`src/rtl/mtcd_pkg.sv`:
```
// types and constants of the threshold crossing detector
package mtcd_pkg;

    localparam int SAMPLE_W       = 16;
    localparam int PAIR_REGS      = 4;
    localparam int THRESH_PAIRS   = 4;
    localparam int NUM_CHECKED    = (THRESH_PAIRS < PAIR_REGS) ? THRESH_PAIRS : PAIR_REGS;
    localparam int CFG_INDEX_W    = $clog2(PAIR_REGS + 1);
    localparam int CFG_DATA_W     = 2 * SAMPLE_W + 1;
    localparam int IN_TDATA_W     = ((SAMPLE_W + 7) / 8) * 8;
    localparam int RESULT_W       = SAMPLE_W + 2;
    localparam int OUT_TDATA_W    = ((RESULT_W + 7) / 8) * 8;
    localparam int RESULT_PAD_W   = OUT_TDATA_W - RESULT_W;

    // register indexes
    localparam int REG_MONITOR_ENABLE = 0;
    localparam int REG_PAIR_BASE      = 1;

    localparam logic signed [SAMPLE_W-1:0] LEVEL_AT_RESET = SAMPLE_W'(-9999);

    // one threshold pair register, bit 32 valid, high above low
    typedef struct packed {
        logic                       valid;
        logic signed [SAMPLE_W-1:0] hi;
        logic signed [SAMPLE_W-1:0] lo;
    } pair_t;

    // result word as it sits on the output bus, changed flag in bit 0
    typedef struct packed {
        logic [RESULT_PAD_W-1:0]    pad;
        logic                       upward;
        logic signed [SAMPLE_W-1:0] level;
        logic                       changed;
    } result_t;

endpackage

```
`src/rtl/multi_threshold_crossing_detector.sv`:
```
// multi-level threshold crossing detector, top level
//
// usage
// - input stream s_*: one signed 16-bit temperature sample per request
// - output stream m_*: one result per sample, in order: changed flag,
//   last crossed threshold level and its direction
// - config channel cfg_*: index 0 monitor enable, index 1..4 threshold
//   pairs (bit 32 valid, bits 31:16 high, bits 15:0 low); always ready,
//   unknown indexes are dropped; write only while the block is idle
// - path: each sample passes the input register, then the result register, before its
//   result shows on m_tvalid
// - throughput: one sample per cycle while m_tready is high; the crossing search is a single
//   compare-and-select pass over the four pairs between the two registers
// - reset: history cleared, remembered level -9999 upward, monitoring off,
//   all pairs invalid
// - stall: while a result waits with m_tready low the result register holds; the input
//   register still takes one more sample, then s_tready drops
module multi_threshold_crossing_detector
    import mtcd_pkg::*;
(
    input  logic                   clk,
    input  logic                   rst_n,
    // input samples
    input  logic                   s_tvalid,
    output logic                   s_tready,
    input  logic [IN_TDATA_W-1:0]  s_tdata,   // [15:0] temp_sample
    // results
    output logic                   m_tvalid,
    input  logic                   m_tready,
    output logic [OUT_TDATA_W-1:0] m_tdata,   // [0] crossing_changed, [16:1] crossed_level,
                                              // [17] crossed_upward, [23:18] zero
    // configuration writes
    input  logic                   cfg_valid,
    output logic                   cfg_ready,
    input  logic [CFG_INDEX_W-1:0] cfg_index,
    input  logic [CFG_DATA_W-1:0]  cfg_data
);

    // configuration
    logic  monitor_enable_reg;
    pair_t pair_reg [PAIR_REGS];

    // input stage
    logic                       in_valid_reg;
    logic signed [SAMPLE_W-1:0] in_sample_reg;

    // history
    logic                       sample_seen_reg;   // at least one sample taken
    logic signed [SAMPLE_W-1:0] prev_sample_reg;
    logic signed [SAMPLE_W-1:0] last_level_reg;
    logic                       last_upward_reg;

    // output stage
    logic    out_valid_reg;
    result_t result_reg;
    result_t result_next;

    logic                       advance;
    logic                       step;
    logic                       s_fire;
    logic                       cfg_fire;
    logic signed [SAMPLE_W-1:0] level_next;
    logic                       upward_next;

    assign cfg_ready = 1'b1;
    assign cfg_fire  = cfg_valid && cfg_ready;

    // input register moves on whenever the result register is free or draining
    assign advance  = !out_valid_reg || m_tready;
    assign step     = in_valid_reg && advance;
    assign s_tready = !in_valid_reg || advance;
    assign s_fire   = s_tvalid && s_tready;

    assign m_tvalid = out_valid_reg;
    assign m_tdata  = result_reg;

    // configuration registers
    always_ff @(posedge clk or negedge rst_n)
    begin
        if (!rst_n)
        begin
            monitor_enable_reg <= 1'b0;
            for (int i = 0; i < PAIR_REGS; i++)
            begin
                pair_reg[i] <= '0;
            end
        end
        else if (cfg_fire)
        begin
            if (cfg_index == CFG_INDEX_W'(REG_MONITOR_ENABLE))
            begin
                monitor_enable_reg <= cfg_data[0];
            end
            for (int i = 0; i < PAIR_REGS; i++)
            begin
                if (cfg_index == CFG_INDEX_W'(REG_PAIR_BASE + i))
                begin
                    pair_reg[i] <= cfg_data;
                end
            end
        end
    end

    // crossing search: highest high crossed upward, else lowest low crossed downward;
    // on the first sample only highs at or below the sample count
    always_comb
    begin
        logic                       first;
        logic                       repeated;
        logic                       up_found;
        logic                       down_found;
        logic signed [SAMPLE_W-1:0] up_val;
        logic signed [SAMPLE_W-1:0] down_val;
        logic                       hit_up;
        logic                       hit_down;

        first      = !sample_seen_reg;
        repeated   = sample_seen_reg && (in_sample_reg == prev_sample_reg);
        up_found   = 1'b0;
        down_found = 1'b0;
        up_val     = '0;
        down_val   = '0;

        for (int i = 0; i < NUM_CHECKED; i++)
        begin
            hit_up   = pair_reg[i].valid && (in_sample_reg >= pair_reg[i].hi)
                       && (first || (pair_reg[i].hi > prev_sample_reg));
            hit_down = pair_reg[i].valid && !first && (in_sample_reg < pair_reg[i].lo)
                       && (pair_reg[i].lo <= prev_sample_reg);
            if (hit_up && (!up_found || (pair_reg[i].hi > up_val)))
            begin
                up_val   = pair_reg[i].hi;
                up_found = 1'b1;
            end
            if (hit_down && (!down_found || (pair_reg[i].lo < down_val)))
            begin
                down_val   = pair_reg[i].lo;
                down_found = 1'b1;
            end
        end

        level_next  = last_level_reg;
        upward_next = last_upward_reg;
        if (monitor_enable_reg && !repeated)
        begin
            if (up_found)
            begin
                level_next  = up_val;
                upward_next = 1'b1;
            end
            else if (down_found)
            begin
                level_next  = down_val;
                upward_next = 1'b0;
            end
        end

        result_next.pad     = '0;
        result_next.changed = (level_next != last_level_reg)
                              || (upward_next != last_upward_reg);
        result_next.level   = level_next;
        result_next.upward  = upward_next;
    end

    // control and history
    always_ff @(posedge clk or negedge rst_n)
    begin
        if (!rst_n)
        begin
            in_valid_reg    <= 1'b0;
            out_valid_reg   <= 1'b0;
            sample_seen_reg <= 1'b0;
            prev_sample_reg <= '0;
            last_level_reg  <= LEVEL_AT_RESET;
            last_upward_reg <= 1'b1;
        end
        else
        begin
            if (s_fire)
            begin
                in_valid_reg <= 1'b1;
            end
            else if (advance)
            begin
                in_valid_reg <= 1'b0;
            end

            if (step)
            begin
                out_valid_reg   <= 1'b1;
                sample_seen_reg <= 1'b1;
                prev_sample_reg <= in_sample_reg;
                last_level_reg  <= level_next;
                last_upward_reg <= upward_next;
            end
            else if (m_tready)
            begin
                out_valid_reg <= 1'b0;
            end
        end
    end

    // payload registers
    always_ff @(posedge clk)
    begin
        if (s_fire)
        begin
            in_sample_reg <= s_tdata[SAMPLE_W-1:0];
        end
        if (step)
        begin
            result_reg <= result_next;
        end
    end

endmodule

```
`config.mk`:
```
export PLATFORM = sky130hd
export DESIGN_NAME = multi_threshold_crossing_detector
export DESIGN_NICKNAME = d
export VERILOG_FILES = /design/src/rtl/mtcd_pkg.sv /design/src/rtl/multi_threshold_crossing_detector.sv
export SDC_FILE = /design/constraint.sdc
export NUM_CORES = 1
export LEC_CHECK = 0
export BUFFER_PORTS_ARGS = -buffer_cell sky130_fd_sc_hd__buf_4
export CORE_ASPECT_RATIO = 1.75
export CORE_MARGIN = 5
export CORE_UTILIZATION = 55
export CTS_BUF_LIST = sky130_fd_sc_hd__clkbuf_2 sky130_fd_sc_hd__clkbuf_4 sky130_fd_sc_hd__clkbuf_8
export DETAILED_ROUTE_END_ITERATION = 12
export PLACE_DENSITY_LB_ADDON = 0.05
export REMOVE_ABC_BUFFERS = 1
export SETUP_SLACK_MARGIN = 0.1
export SLEW_MARGIN = 0
export SYNTH_ARGS = -nofsm -noshare
export SYNTH_HDL_FRONTEND = slang
export SYNTH_SLANG_ARGS = --single-unit
export TNS_END_PERCENT = 50
```
`constraint.sdc`:
```
create_clock -name clk -period 12.49 [get_ports clk]
set_clock_uncertainty 0.15 [all_clocks]
set_input_delay 1.8735 -clock clk [delete_from_list [all_inputs] [get_ports clk]]
set_output_delay 1.8735 -clock clk [all_outputs]
set_load 0.02 [all_outputs]
```
==> metrics.yaml <==
outcome:
  outcome: "finished clean"
cells_and_area:
  finalInstanceArea_sq_um: 19900
  largest_register_ffs: 132
  nNetsFinal: 2508
  final_layout_size_suffix_gt1_frac: 0.146
  area_delta_synth_final_pct: 11.1
synth:
  ys_ff_latch: 203
  synth-simple-area-share: 0.147
  ys_seq_area_frac: 0.294
  avgSynthCellArea_sq_um: 8.96
  synthAdderAreaFrac: 0.242
  synth_top_flop_cell: "dfrtp_1"
  synth_area_sq_um: 17900
  synth_most_common_cell: "ha_1"
  synthTopCellsByCount: "ha_1, nand2_1, o21ai_0"
  synth-xor-area-share: 0.00784
  synth_area_leader_cell: "ha_1"
  synth_edf_count: 34
  synth_compound_area_frac: 0.195
  synthCells: 1994
  synth_warnings: 0
  yosys-top-cells-area: "ha_1, dfrtp_1, o21ai_0, edfxtp_1, mux2_2"
  yosysTopAreaCellShare: 0.242
  synth_top_family_by_area: "adder cells"
  muxShareOfSynthArea: 0.0580
  yosys.cell_types.count: 80
  ys_async_sr_fraction: 0.833
floorplanning:
  die_area_sq_um: 36300
  dieHeight_microns: 248
  die_w_microns: 146
  start_util: 0.555
  fp-row-count: 87
  coreArea_sq_um: 32200
  ios: 84
grt:
  antenna_found_initial: 2
  grt_pass1_wl_mm: 106
  grt_start_max_net_pins: 74
  grt-ovfl-total: 0
  grt_pass1_vias: 17200
  grt_use_total: 0.388
clocking:
  clock_path_buffers: 3
  post-cts-setup-buffers: 0
  cts-buffers-inserted: 35
  ctsHoldBuffers: 0
  cts_sinks: 203
  clkTransAtPathRegs_ps: 60
  root_buffer: "clkbuf_8"
  clk_latency_ps: 590
  h-tree-depth: 2
  cts_tree: "done"
  cts.repair.resized: 0
placement:
  place_area_sq_um: 19100
  port_buffers: 76
  gp_congestion: 1.07
  hpwl_mm: 56.7
worst_hold_path:
  hp-class: "register to register"
critical_path:
  cp.arrival_ps: 11710
  end_kind: "register"
  max_stage_delay_ps: 750
  crit_path_max_fanout: 18
  r2r_start: "in_sample_reg[15]"
  critPathKind: "register to register"
  cp-startpoint: "in_sample_reg[15]"
  reg2reg_slack_ps: 950
  slowest_stage: "a221oi_4"
  r2r-end: "m_tdata[0]"
  crit_end: "m_tdata[0]"
  worstPathRequired_ps: 12660
  reg2reg_depth: 40
  critPathLaunchType: "register"
run:
  max_cap_viol_count: 0
routing:
  routed_wl_mm: 71.6
  dr.pass1.iters: 6
  ant_nets: 0
  routed_via_density: 6.65
  wl_per_cell_microns: 28.3
  drc: 0
  via_count: 16900
  drt_iter0_drc: 1225
power:
  ir_drop_uv: 126
  power_mw: 3.66
  power_leakage_nw: 9.13
  power.density_nw_per_um2: 184
sta:
  finalHoldViolations: 0
  rsz0062_at_grt: "no"
  fin_tns_setup_ps: 0
  drv_slew: 0
  fmax_ghz: 0.0867
  slew_headroom: 0.286
  fin_crit_ps: 11540
  setup_viol: 0
  finalCritPeriodShare: 0.924
  worst_pin_slew_ps: 1070
## per-stage QoR
| stage | setup WS (ps) | hold slack, ps | cells | utilization |
|---|---|---|---|---|
| finish | 950 | 349 | 2534 | 0.616 |
| CTS | 1150 | 350 | 2533 | 0.616 |
| detailed placement | 1150 | 331 | 2469 | 0.594 |
| global placement | 1320 | 320 | 2469 | 0.594 |
| global route | 418 | 386 | 2534 | 0.616 |
| floorplan | 1920 | 307 | 1938 | - |
## cells by family after synthesis
group,Yosys count
AND/OR/NAND/NOR,545
AO/OA/AOI/OAI,538
adder cells (fa/ha/maj),345
buffers and inverters,252
flip-flops,203
multiplexers,93
XOR/XNOR,16
other,2
## cells in the final DEF, fill, tap and decap left out, types with 17 or more instances in the layout
cell type / n
a211oi_1: 23
a21o_1: 34
a21oi_1: 92
buf_4: 130
clkbuf_8: 38
dfrtp_1: 159
edfxtp_1: 34
ha_1: 345
inv_1: 190
mux2_2: 76
nand2_1: 228
nand2b_1: 17
nand3_1: 41
nand4_1: 49
nor2_1: 78
nor2b_1: 25
nor3_1: 32
o21ai_0: 206
## layout make-up
cell class / instances / area (sq um)
clock inverters: 15 / 114
repair buffers: 131 / 987
diodes: 1 / 2.50
well taps: 400 / 500
inverters: 191 / 717
fillers: 2867 / 12400
multi-input cells: 1544 / 11700
flip-flops and latches: 203 / 5260
clock buffers: 49 / 606
## routing by layer
layer / track usage / part of all wire / up-vias
li1: - / - / 7569
met5: 0 / 0.00025 / -
met2: 0.645 / 0.47 / 828
met3: 0.0723 / 0.064 / 422
met4: 0.365 / 0.12 / 2
met1: 0.407 / 0.34 / 8033
## power by group
group | leakage (nW) | total [mW] | internal [mW] | switching (mW)
registers | 2.36 | 1.07 | 0.851 | 0.220
clock network | 0.388 | 0.647 | 0.340 | 0.308
logic | 6.38 | 1.94 | 0.773 | 1.17
total | 9.13 | 3.66 | 1.96 | 1.69
## worst min path at each step
stage / startpoint / end / cells past startpoint
global placement: in_valid_reg / m_tvalid / 1
floorplan: in_valid_reg / m_tvalid / 1
CTS: in_valid_reg / m_tvalid / 1
global route: in_valid_reg / m_tvalid / 1
finish: in_valid_reg / m_tvalid / 1
detailed placement: in_valid_reg / m_tvalid / 1
## critical path, delay by kind of cell (launching register included)
kind	cells	cell delay, ps
fa+ha+maj	4	1420
flops	1	680
mux	2	780
simple gates	13	2050
buf+inv	2	590
compound gates	19	5610
No activity file was read; power rests on OpenSTA's default activity.
